**src/rtl/multi_voice_nibble_sample_mixer_defines.svh**
```systemverilog
// Assertion macros shared by the sample mixer RTL.
`ifndef MULTI_VOICE_NIBBLE_SAMPLE_MIXER_DEFINES_SVH
`define MULTI_VOICE_NIBBLE_SAMPLE_MIXER_DEFINES_SVH

// Same-cycle implication, disabled during reset.
`define MVNSM_CHECK(label, ante, cons, msg) \
    label: assert property (@(posedge clk) disable iff (!rst_n) (ante) |-> (cons)) \
        else $error(msg);

// Next-cycle implication, disabled during reset.
`define MVNSM_CHECK_NEXT(label, ante, cons, msg) \
    label: assert property (@(posedge clk) disable iff (!rst_n) (ante) |=> (cons)) \
        else $error(msg);

`endif

```
**src/rtl/mvnsm_pkg.sv**
```systemverilog
// Package with the sample mixer's constants, types and level table.
package mvnsm_pkg;

    localparam int VOICE_COUNT = 8;
    localparam int VOICE_W     = 3;
    localparam int STORE_BYTES = 16384;
    localparam int ADDR_W      = 14;
    localparam int RATE_W      = 16;
    localparam int LEN_W       = 16;
    localparam int CYC_W       = 16;
    localparam int DEBT_W      = 18;
    localparam int MOD_W       = 24;
    localparam int FRAC_W      = 24;
    localparam int PERIOD_W    = 16;
    localparam int HALVE_W     = 5;
    localparam int PROD_W      = DEBT_W + RATE_W;
    localparam int DIVD_W      = PROD_W + 2;
    localparam int DCNT_W      = $clog2(DIVD_W + 1);
    localparam int NCNT_W      = $clog2(VOICE_COUNT + 1);
    localparam int ACC_W       = 8;
    localparam int CFG_IDX_W   = 2;
    localparam int CFG_DATA_W  = 24;

    localparam logic [RATE_W-1:0]     MAX_RATE   = RATE_W'(48000);
    localparam logic [3:0]            MIDPOINT   = 4'd8;
    localparam logic [MOD_W-1:0]      BUS_HZ_RST = MOD_W'(1500000);
    localparam logic [PERIOD_W-1:0]   PERIOD_RST = PERIOD_W'(187);
    localparam logic [HALVE_W-1:0]    HALVE_RST  = HALVE_W'(3);

    localparam logic [2:0] ACT_STORE = 3'd0;
    localparam logic [2:0] ACT_START = 3'd1;
    localparam logic [2:0] ACT_STOP  = 3'd2;
    localparam logic [2:0] ACT_QUERY = 3'd3;
    localparam logic [2:0] ACT_FRAME = 3'd4;

    localparam logic [CFG_IDX_W-1:0] REG_BUS_HZ = 2'd0;
    localparam logic [CFG_IDX_W-1:0] REG_PERIOD = 2'd1;
    localparam logic [CFG_IDX_W-1:0] REG_HALVE  = 2'd2;

    typedef struct packed {
        logic [2:0]        action;
        logic [ADDR_W-1:0] address;
        logic [7:0]        data_byte;
        logic [VOICE_W-1:0] voice;
        logic              all_voices;
        logic [RATE_W-1:0] sample_rate;
        logic [LEN_W-1:0]  sample_count;
        logic              loop;
        logic [CYC_W-1:0]  list_cycle;
    } cmd_t;

    typedef struct packed {
        logic [ADDR_W-1:0] start;
        logic [LEN_W-1:0]  length;
        logic [RATE_W-1:0] rate;
        logic [LEN_W-1:0]  cursor;
        logic [FRAC_W-1:0] fraction;
        logic              repeat_en;
    } voice_rec_t;

    typedef struct packed {
        logic              start;
        logic [DIVD_W-1:0] dividend;
        logic [MOD_W-1:0]  divisor;
    } div_req_t;

    typedef struct packed {
        logic              busy;
        logic              done;
        logic [DIVD_W-1:0] quotient;
        logic [MOD_W-1:0]  remainder;
    } div_rsp_t;

    function automatic logic [3:0] level_map(input logic [3:0] idx);
        logic [3:0] lvl;
        unique case (idx)
            4'd0:    lvl = 4'd0;
            4'd1:    lvl = 4'd5;
            4'd2:    lvl = 4'd7;
            4'd3:    lvl = 4'd8;
            4'd4:    lvl = 4'd9;
            4'd5:    lvl = 4'd10;
            4'd6:    lvl = 4'd10;
            4'd7:    lvl = 4'd11;
            4'd8:    lvl = 4'd12;
            4'd9:    lvl = 4'd12;
            4'd10:   lvl = 4'd13;
            4'd11:   lvl = 4'd13;
            4'd12:   lvl = 4'd14;
            4'd13:   lvl = 4'd14;
            4'd14:   lvl = 4'd15;
            default: lvl = 4'd15;
        endcase
        return lvl;
    endfunction

    function automatic logic [NCNT_W-1:0] count_ones(input logic [VOICE_COUNT-1:0] bits);
        logic [NCNT_W-1:0] n;
        n = '0;
        for (int i = 0; i < VOICE_COUNT; i++)
        begin
            n = n + NCNT_W'(bits[i]);
        end
        return n;
    endfunction

endpackage

```
**src/rtl/mvnsm_div.sv**
```systemverilog
// Restoring divider, one quotient bit per cycle.
module mvnsm_div
(
    input  logic                clk,
    input  logic                rst_n,
    input  mvnsm_pkg::div_req_t req,
    output mvnsm_pkg::div_rsp_t rsp
);

    logic                              busy_reg;
    logic                              done_reg;
    logic [mvnsm_pkg::DCNT_W-1:0]      cnt_reg;
    logic [mvnsm_pkg::DIVD_W-1:0]      quo_reg;
    logic [mvnsm_pkg::MOD_W-1:0]       rem_reg;
    logic [mvnsm_pkg::MOD_W-1:0]       dsr_reg;
    logic [mvnsm_pkg::MOD_W:0]         trial;
    logic                              fits;

    assign trial = {rem_reg, quo_reg[mvnsm_pkg::DIVD_W-1]};
    assign fits  = trial >= {1'b0, dsr_reg};

    always_ff @(posedge clk or negedge rst_n)
    begin
        if (!rst_n)
        begin
            busy_reg <= 1'b0;
            done_reg <= 1'b0;
            cnt_reg  <= '0;
        end
        else
        begin
            done_reg <= 1'b0;
            if (req.start)
            begin
                busy_reg <= 1'b1;
                cnt_reg  <= mvnsm_pkg::DCNT_W'(mvnsm_pkg::DIVD_W);
            end
            else if (busy_reg)
            begin
                cnt_reg <= cnt_reg - 1'b1;
                if (cnt_reg == mvnsm_pkg::DCNT_W'(1))
                begin
                    busy_reg <= 1'b0;
                    done_reg <= 1'b1;
                end
            end
        end
    end

    always_ff @(posedge clk)
    begin
        if (req.start)
        begin
            quo_reg <= req.dividend;
            rem_reg <= '0;
            dsr_reg <= req.divisor;
        end
        else if (busy_reg)
        begin
            quo_reg <= {quo_reg[mvnsm_pkg::DIVD_W-2:0], fits};
            rem_reg <= fits ? mvnsm_pkg::MOD_W'(trial - {1'b0, dsr_reg})
                            : trial[mvnsm_pkg::MOD_W-1:0];
        end
    end

    assign rsp.busy      = busy_reg;
    assign rsp.done      = done_reg;
    assign rsp.quotient  = quo_reg;
    assign rsp.remainder = rem_reg;

endmodule

```
**config.mk**
```make
export PLATFORM = sky130hd
export DESIGN_NAME = mvnsm_div
export DESIGN_NICKNAME = d
export VERILOG_FILES = /design/src/rtl/multi_voice_nibble_sample_mixer_defines.svh /design/src/rtl/mvnsm_pkg.sv /design/src/rtl/mvnsm_div.sv
export SDC_FILE = /design/constraint.sdc
export NUM_CORES = 1
export LEC_CHECK = 0
export ABC_CLOCK_PERIOD_IN_PS = 3800
export BUFFER_PORTS_ARGS = -buffer_cell sky130_fd_sc_hd__buf_2
export CORE_ASPECT_RATIO = 0.7
export CORE_MARGIN = 5
export CORE_UTILIZATION = 50
export DETAILED_ROUTE_END_ITERATION = 10
export GPL_ROUTABILITY_DRIVEN = 0
export PLACE_DENSITY_LB_ADDON = 0.1
export SYNTH_ARGS = -nofsm -noshare
export SYNTH_HDL_FRONTEND = slang
export SYNTH_SLANG_ARGS = --single-unit
```
**constraint.sdc**
```tcl
create_clock -name clk -period 3.8 [get_ports clk]
set_clock_uncertainty 0.05 [all_clocks]
set_input_delay 0.76 -clock clk [delete_from_list [all_inputs] [get_ports clk]]
set_output_delay 0.76 -clock clk [all_outputs]
set_load 0.02 [all_outputs]
```
== Yosys cells after proc, flatten, opt, wreduce, memory -nomap -nowiden ==
Cells that the tools add are included.

* Register bits after elaboration: 92
* Bits in latches: 0
* RAM bits: 0
* ROM bits: 0
* Logic and storage cells: 22
* Memories: 0

* Add/sub/neg operators: 2
* Multipliers: 0
* Div/mod/pow operators: 0
* Magnitude comparators: 1
* Equality and inequality tests: 1
* Shift-type cells: 0
* Muxes and demuxes: 11
* Bitwise gates (word level): 0
* Reductions and logical operators: 1

{| class="wikitable"
|+ Operators by type and width
! cell !! number
|-
| $mux 36 || 2
|-
| $ge 25x24->1 || 1
|-
| $mux 24 || 1
|-
| $sub 24x24->24 || 1
|-
| $mux 6 || 2
|-
| $eq 6x1->1 const B || 1
|-
| $mux 1 || 6
|-
| $sub 6x1->6 const B || 1
|-
| $reduce_bool 2->1 || 1
|}

== Depth between registers and ports, before layout ==
Gate-level depths: netlist of run 1.

* Word-level depth: 4
* Gate-level depth with buffers: 13

== Least setup slack after synthesis of run 1 ==
Ideal clock, no wire load.

* Path type: register -> register
* Start point: register rem_reg[9] (netlist bit)
* End point: register rem_reg[17] (netlist bit)
* Arrival: 2.590 ns
* Required time: 3.659 ns
* Slack: 1.069 ns
* Stages on the path, launching flop included: 11
* Cell sequence: dfxtp_1 > ha_1 > buf_6 > a21o_1 > a221o_1 > or3_1 > a31oi_2 > nor3_1 > o21ai_1 > or3b_1 > a311oi_1

* Word-level cells in the longest chain between the ends: 2

{| class="wikitable"
|+ RTL lines
! item !! line !! text
|-
| from (decl) || mvnsm_div.sv:14 || <nowiki>logic [mvnsm_pkg::MOD_W-1:0] rem_reg;</nowiki>
|-
| from (signal assigned) || mvnsm_div.sv:61 || <nowiki>rem_reg <= fits ? mvnsm_pkg::MOD_W'(trial - {1'b0, dsr_reg})</nowiki>
|-
| $sub 24x24->24 or $ge 25x24->1 (tied branches) || mvnsm_div.sv:61, mvnsm_div.sv:20 ||
|-
| $mux 24 (*) || mvnsm_div.sv:61 ||
|}

Every way passes the cells marked *; elsewhere a longest branch is shown, timed or not.
A chain may end at the register's enable or synchronous reset.

== Worst setup path after layout of run 1 ==
* Start point: register rem_reg[19] (netlist bit)
* End point: register rem_reg[16] (netlist bit)

* Word-level cells in the longest chain between the ends: 2

{| class="wikitable"
|+ RTL lines
! item !! line !! text
|-
| $ge 25x24->1 || mvnsm_div.sv:20 || <nowiki>assign fits = trial >= {1'b0, dsr_reg};</nowiki>
|-
| $mux 24 || mvnsm_div.sv:61 ||
|}

Every way passes these cells.

==> flow_summary.rst, run 1 <==
.. list-table::
   :header-rows: 1

   * - Metric
     - Value
   * - Estimated wirelength of the detail-placed design
     - 8.57 mm
   * - Worst-case headroom to the max-slew limit
     - 0.428
   * - Stage delay of the slowest cell on the critical path
     - 560 ps
   * - Worst VDD drop
     - 341 uV
   * - Clock Root Buffer
     - clkbuf_16
   * - Top cell type by total area after synthesis
     - edfxtp_1
   * - Status
     - complete, no violations
   * - Die area
     - 12100 sq um
   * - Via count
     - 3946
   * - Largest delay share family, worst path
     - simple AND/OR/NAND/NOR gates
   * - Count of placed standard cells in the final layout, fillers left out
     - 718
   * - Data arrival, critical path
     - 3400 ps
   * - Pleak
     - 2.78 nW
   * - Ranking of synthesized cells by area
     - edfxtp_1 (36%), dfxtp_1 (9.6%), mux2_2 (7.9%)
   * - GRT Residual Overflow
     - 0
   * - Number of synthesized flops with an enable pin
     - 60
   * - Critical Path Start
     - rem_reg[19]
   * - Fin crit period
     - 3190 ps
   * - Total power
     - 2.47 mW
   * - TritonCTS clock tree
     - yes
   * - Post-CTS Hold Buffers
     - 0
   * - Power density cells
     - 410 nW/um^2
   * - Post-synth top flop
     - edfxtp_1
   * - Initial standard-cell utilization of the core
     - 0.514
   * - Number of antenna violations at the first check in global routing
     - 0
   * - Drc violations
     - 0
   * - DRT antenna net count
     - 0
   * - Placed Area
     - 5740 sq um
   * - Critical path start-end classification
     - reg -> reg
   * - Required time of the worst setup path
     - 4000 ps
   * - Area of the placeable core
     - 9720 sq um
   * - Clock slew seen by the registers of the worst setup and hold paths
     - 60 ps
   * - Cell types with the highest counts after synthesis
     - edfxtp_1 (60), nand2_1 (43), mux2_2 (35), nor2_1 (35), inv_1 (29)
   * - Setup tns final
     - 0 ps
   * - Hold slack
     - 198 ps
   * - Vias in the first global route
     - 3950
   * - Pin count of the biggest net entering global routing
     - 48
   * - Number of standard-cell rows in the floorplan
     - 30
   * - Number of setup violations in the final report
     - 0
   * - Post-Place Cells
     - 702
   * - Flip-flop count of the largest register, all copies and words added
     - 36
   * - Yosys warning count
     - 0
   * - GRT Overall Usage
     - 0.201
   * - Share of flip-flops with an asynchronous set or reset after synthesis
     - 0.0870
   * - Area share of the largest cell type after synthesis
     - 0.361
   * - Nature of the critical path startpoint
     - flip-flop
   * - Type of the tightest min-delay check
     - in -> async
   * - Mean Syn Cell Area
     - 10.8 sq um
   * - Number of DRC markers in iteration 0
     - 252
   * - NumNets Final
     - 675
   * - Resize count post-CTS
     - 0
   * - Slowest stage cell, crit path
     - or3b_1
   * - Antenna cell count
     - 0
   * - Reported max-cap violation count
     - 0
   * - Final design instance area without fill
     - 6030 sq um
   * - Total wire length after detailed routing
     - 11.7 mm
   * - Top-Level Pins
     - 125
   * - Area Growth Syn to Fin
     - 20.6%
   * - Critical-path cell list
     - ha_1, nand4_1, nor4_1, a21o_1, nor3_1, nand3_1, nand2_1, or3b_1, a311oi_1
   * - Most common cell in the netlist
     - edfxtp_1
   * - Part of the cycle the worst path needs
     - 0.841
   * - Die Y
     - 93.6 microns
   * - Max-slew violation total from the final report
     - 0
   * - Final hold violation count
     - 0
   * - Average routed wire per standard cell
     - 16.3 microns
   * - Synthesized cell area
     - 5000 sq um
   * - Bufs and invs on worst path
     - 0
   * - Slew @ Worst Pin
     - 856 ps
   * - Gate count of the mapped netlist
     - 463
   * - Startpoint of the most critical register-to-register path
     - rem_reg[19]
   * - Number of storage elements in the synthesis netlist
     - 92
   * - Clock insertion delay at the later pin of the skew report
     - 340 ps
   * - First-pass detailed-route iteration total
     - 5
   * - RSZ-0062 raised after global routing
     - false
   * - Maximum net fanout on the critical path
     - 23
   * - Achievable frequency
     - 313 MHz
   * - Fraction of final layout cells sized beyond drive strength 1
     - 0.314
   * - Bufs on Longest Clock Path
     - 2
   * - Wire length of the first global-routing pass
     - 19.3 mm
   * - Post-CTS setup-driven buffer insertion count
     - 0
   * - Die width
     - 129 microns
   * - Post-DR vias/cell
     - 5.50
   * - Endpoint kind of the worst setup timing path
     - flip-flop
   * - Total clock sinks
     - 92
   * - Synth cell types
     - 54
   * - IO Port Bufs
     - 124
   * - Number of CTS-inserted buffers
     - 9
   * - Net count of the mapped netlist
     - 553
   * - Fraction of the yosys area taken by sequential cells
     - 0.497
   * - Clock H-tree levels
     - 3
## cells in the final DEF (no fill, tap or decap), types with 4 or more instances in the layout
cell,n
nor2b_1,5
xnor2_1,11
nand2b_1,4
dfxtp_1,24
a21o_1,14
nor2_1,35
o21ai_0,12
or3_1,5
o21a_1,4
a311oi_1,14
and3_1,6
inv_1,29
nand4_1,5
mux2_2,35
o31ai_1,7
a21oi_1,18
nor3_1,12
nand2_1,43
buf_4,9
ha_1,26
edfxtp_1,60
clkbuf_16,9
nand3_1,6
xor2_1,11
buf_2,123
a31oi_1,8
dfrtp_1,8
o21bai_1,4
## routing by layer
layer,global-route usage,vias to the layer above,part of all wire
met5,0,-,0
met4,0.0623,0,0.015
met3,0.0594,15,0.077
met2,0.310,113,0.45
met1,0.274,1867,0.46
li1,-,1951,-
## per-stage QoR
step	utilization	setup WS [ps]
after detailed placement	0.591	645
after global placement	0.591	779
after global routing	0.620	289
after CTS	0.620	602
final	0.620	606
after floorplan	-	1070
## worst paths after layout
check,end,slack [ps],cells past startpoint
min in group clk,rem_reg[7],460,2
worst max-delay path,rem_reg[16],610,9
max in group asynchronous,cnt_reg[0],3340,1
worst min-delay path,cnt_reg[4],200,1
worst max register to register,rem_reg[16],610,9
worst min register to register,rem_reg[7],460,2
## worst reg2reg max path, delay by kind of cell, from the launching register on
family                   cells  cell delay (ps)
AND/OR/NAND/NOR              6             1740
adder cells (fa/ha/maj)      1              500
AO/OA/AOI/OAI                2              470
flip-flops                   1              360
## cell type report
class | instances | area [sq um]
fillers | 841 | 3690
clock buffers | 12 | 236
flip-flops and latches | 92 | 2480
clock inverters | 4 | 48.8
well taps | 128 | 160
repair buffers | 132 | 683
multi-input cells | 321 | 2310
inverters | 29 | 109
## logic make-up after synthesis
logic type / share of synthesized area
compound gates: 0.136
xor+xnor: 0.0386
fa+ha+maj: 0.0691
buf+inv: 0.0416
flops: 0.497
mux: 0.0849
simple gates: 0.133
## report_power, final
| part | total [mW] | internal (mW) | leakage (nW) | switching (mW) |
|---|---|---|---|---|
| Sequential | 1.20 | 1.15 | 0.906 | 0.0425 |
| Clock | 0.886 | 0.511 | 0.141 | 0.375 |
| Combinational | 0.390 | 0.168 | 1.73 | 0.222 |
| Total | 2.47 | 1.83 | 2.78 | 0.639 |
Note: power is estimated with default switching activity, not from simulation.
==> run 2: changes to the inputs <==
--- a/config.mk
+++ b/config.mk
@@ -5,7 +5,7 @@
 export SDC_FILE = /design/constraint.sdc
 export NUM_CORES = 1
 export LEC_CHECK = 0
-export ABC_CLOCK_PERIOD_IN_PS = 3800
+export ABC_CLOCK_PERIOD_IN_PS = 3100
 export BUFFER_PORTS_ARGS = -buffer_cell sky130_fd_sc_hd__buf_2
 export CORE_ASPECT_RATIO = 0.7
 export CORE_MARGIN = 5
==> constraint.sdc (replaced) <==
create_clock -name clk -period 3.1 [get_ports clk]
set_clock_uncertainty 0.05 [all_clocks]
set_input_delay 0.62 -clock clk [delete_from_list [all_inputs] [get_ports clk]]
set_output_delay 0.62 -clock clk [all_outputs]
set_load 0.02 [all_outputs]
==> run 2 against run 1 <==
Net effect:
- core utilization up 0.35 points
- wire length rose by 0.20%
- hold slack lost 140 ps
- clock power rose by 17%
- sequential share of layout area fell by 0.23 points
- via count increased by 0.71%
- design area rose by 0.56%
- critical path depth is the same
==> flow_summary.rst, run 2 (synthesized netlist as in run 1, its figures left out) <==
.. list-table::
   :header-rows: 1

   * - Metric
     - Value
   * - Startpoint of the most critical register-to-register path
     - rem_reg[11]
   * - Most common cell after layout, fill and taps aside
     - buf_2
   * - Required time of the worst setup path
     - 3300 ps (-700 ps)
   * - NumNets Final
     - 679 (+0.59%)
   * - Pin count of the biggest net entering global routing
     - 37 (-23%)
   * - Count of placed standard cells in the final layout, fillers left out
     - 722 (+0.56%)
   * - Critical Path End
     - rem_reg[17]
   * - Wire length of the first global-routing pass
     - 19.5 mm (+1.2%)
   * - Max-slew violation total from the final report
     - 0 (unchanged)
   * - Number of standard-cell rows in the floorplan
     - 30 (unchanged)
   * - IO Port Bufs
     - 124 (unchanged)
   * - Post-Place Cells
     - 706 (+0.57%)
   * - Clock insertion delay at the later pin of the skew report
     - 340 ps (about the same)
   * - Die area
     - 12100 sq um (unchanged)
   * - Terminus of the critical flop-to-flop path
     - rem_reg[17]
   * - Bufs and invs on worst path
     - 0 (unchanged)
   * - Flip-flop count of the largest register, all copies and words added
     - 36 (unchanged)
   * - Area Growth Syn to Fin
     - 21.3%
   * - Number of antenna violations at the first check in global routing
     - 0 (unchanged)
   * - Length in cells of the worst reg-to-reg path
     - 9 (unchanged)
   * - Total wire length after detailed routing
     - 11.7 mm (+0.20%)
   * - RSZ-0062 raised after global routing
     - false
   * - Critical Path Start
     - rem_reg[11]
   * - Average routed wire per standard cell
     - 16.2 microns (-0.36%)
   * - Number of CTS-inserted buffers
     - 9 (unchanged)
   * - Most frequent cells in the layout
     - buf_2 (123), edfxtp_1 (60), nand2_1 (42), mux2_2 (35), nor2_1 (35)
   * - Via count
     - 3974 (+0.71%)
   * - Data arrival, critical path
     - 3110 ps (-290 ps)
   * - Logic depth of the worst setup path including buffers
     - 9 (unchanged)
   * - Drc violations
     - 0 (unchanged)
   * - Number of DRC markers in iteration 0
     - 260 (+3.2%)
   * - Maximum net fanout on the critical path
     - 7 (-70%)
   * - Slew @ Worst Pin
     - 621 ps (-235 ps)
   * - Endpoint kind of the worst setup timing path
     - flip-flop
   * - Stage delay of the slowest cell on the critical path
     - 410 ps (-150 ps)
   * - Post-CTS Hold Buffers
     - 0 (unchanged)
   * - Die Y
     - 93.6 microns (unchanged)
   * - Achievable frequency
     - 344 MHz (+9.8%)
   * - Critical-path cell list
     - ha_1, and2_4, a221o_1, or3_1, a31oi_2, nor3_1, o21ai_1, or3b_1, a311oi_1
   * - Reg2Reg Setup Slack
     - 190 ps (-420 ps)
   * - Setup tns final
     - 0 ps (unchanged)
   * - Initial standard-cell utilization of the core
     - 0.514 (unchanged)
   * - TritonCTS clock tree
     - yes
   * - Estimated wirelength of the detail-placed design
     - 8.79 mm (+2.5%)
   * - First-pass detailed-route iteration total
     - 5 (unchanged)
   * - Bufs on Longest Clock Path
     - 2 (unchanged)
   * - Critical path start-end classification
     - reg -> reg
   * - Reported max-cap violation count
     - 0 (unchanged)
   * - Vias in the first global route
     - 3899 (-1.3%)
   * - Area of the placeable core
     - 9720 sq um (unchanged)
   * - Fraction of final layout cells sized beyond drive strength 1
     - 0.327 (+0.0130)
   * - Largest delay share family, worst path
     - simple AND/OR/NAND/NOR gates
   * - DRT antenna net count
     - 0 (unchanged)
   * - Part of the cycle the worst path needs
     - 0.939 (+0.0981)
   * - Worst VDD drop
     - 388 uV (+14%)
   * - Number of setup violations in the final report
     - 0 (unchanged)
   * - Die width
     - 129 microns (unchanged)
   * - Clock slew seen by the registers of the worst setup and hold paths
     - 70 ps (about the same)
   * - Nature of the critical path startpoint
     - flip-flop
   * - Clock H-tree levels
     - 3 (unchanged)
   * - Slowest stage cell, crit path
     - ha_1
   * - Type of the tightest min-delay check
     - in -> async
   * - GRT Residual Overflow
     - 0 (unchanged)
   * - Total clock sinks
     - 92 (unchanged)
   * - Post-DR vias/cell
     - 5.50 (+0.15%)
   * - Clock Root Buffer
     - clkbuf_16
   * - Antenna cell count
     - 0 (unchanged)
   * - Pleak
     - 2.80 nW (+0.58%)
   * - Final hold violation count
     - 0 (unchanged)
   * - Top-Level Pins
     - 125 (unchanged)
   * - Fin crit period
     - 2910 ps (-284 ps)
   * - Power density cells
     - 493 nW/um^2 (+20%)
   * - Status
     - complete, no violations
   * - GRT Overall Usage
     - 0.201 (+0.000389)
   * - Worst-case headroom to the max-slew limit
     - 0.580 (+0.152)
## run 2: changes by cell type in the layout (fill, tap and decap cells not counted), sizes merged
cell / change
clkbuf: -1
clkinvlp: +1
inv: +1
buf: +4
bufinv: -1
## run 2: where the power goes
part	internal, mW	switching (mW)	total [mW]
Clock	0.569	0.472	1.04
Sequential	1.41	0.0517	1.47
Combinational	0.208	0.273	0.481
Total	2.19	0.797	2.99
## run 2: how the worst min path moves through the flow
stage                from          to  slack (ps)  cells past startpoint
finish              rst_n    busy_reg          60                      1
global route        rst_n  cnt_reg[4]          60                      1
CTS                 rst_n  cnt_reg[5]          50                      1
detailed placement  rst_n    busy_reg         420                      1
global placement    rst_n  cnt_reg[5]         420                      1
floorplan           rst_n    busy_reg         270                      0
## run 2: per-layer routing
layer  wire length [microns]  track usage  vias to the layer above
li1                        -            -                     1952
met4                     153       0.0493                        0
met1                    5440        0.286                     1874
met2                    5250        0.304                      134
met5                       0            0                        -
met3                     853       0.0576                       14
## run 2: worst reg2reg max path, stage by stage, from the launching register on
cell and delay, ps:
dfxtp_1 340, ha_1 410, and2_4 220, a221o_1 360
or3_1 360, a31oi_2 240, nor3_1 130, o21ai_1 120
or3b_1 340, a311oi_1 250
## run 2: through the flow
| stage | total power [mW] | util | hold slack, ps | setup WS (ps) | instance area [sq um] |
|---|---|---|---|---|---|
| floorplan | 1.81 | - | 274 | 369 | 5000 |
| global placement | 1.96 | 0.594 | 419 | 270 | 5770 |
| detailed placement | 1.97 | 0.594 | 423 | 202 | 5770 |
| CTS | 3.02 | 0.622 | 53.5 | 178 | 6050 |
| global route | 3.14 | 0.623 | 63.1 | 47.7 | 6060 |
| finish | 2.99 | 0.623 | 58.0 | 190 | 6060 |
## run 2: what timing repair did
| action | in CTS | in global routing |
|---|---|---|
| resized for setup | 0 | 3 |
| buffers inserted | 0 | 0 |
| endpoints found under the setup margin | 0 | 3 |
## run 2: area by class of cell
cell class / count / area [sq um]
clock inverter: 5 / 35.0
multi-input combinational: 321 / 2320
sequential: 92 / 2480
inverter: 29 / 109
fill: 829 / 3660
tap: 128 / 160
clock buffer: 11 / 243
timing repair buffer: 136 / 713
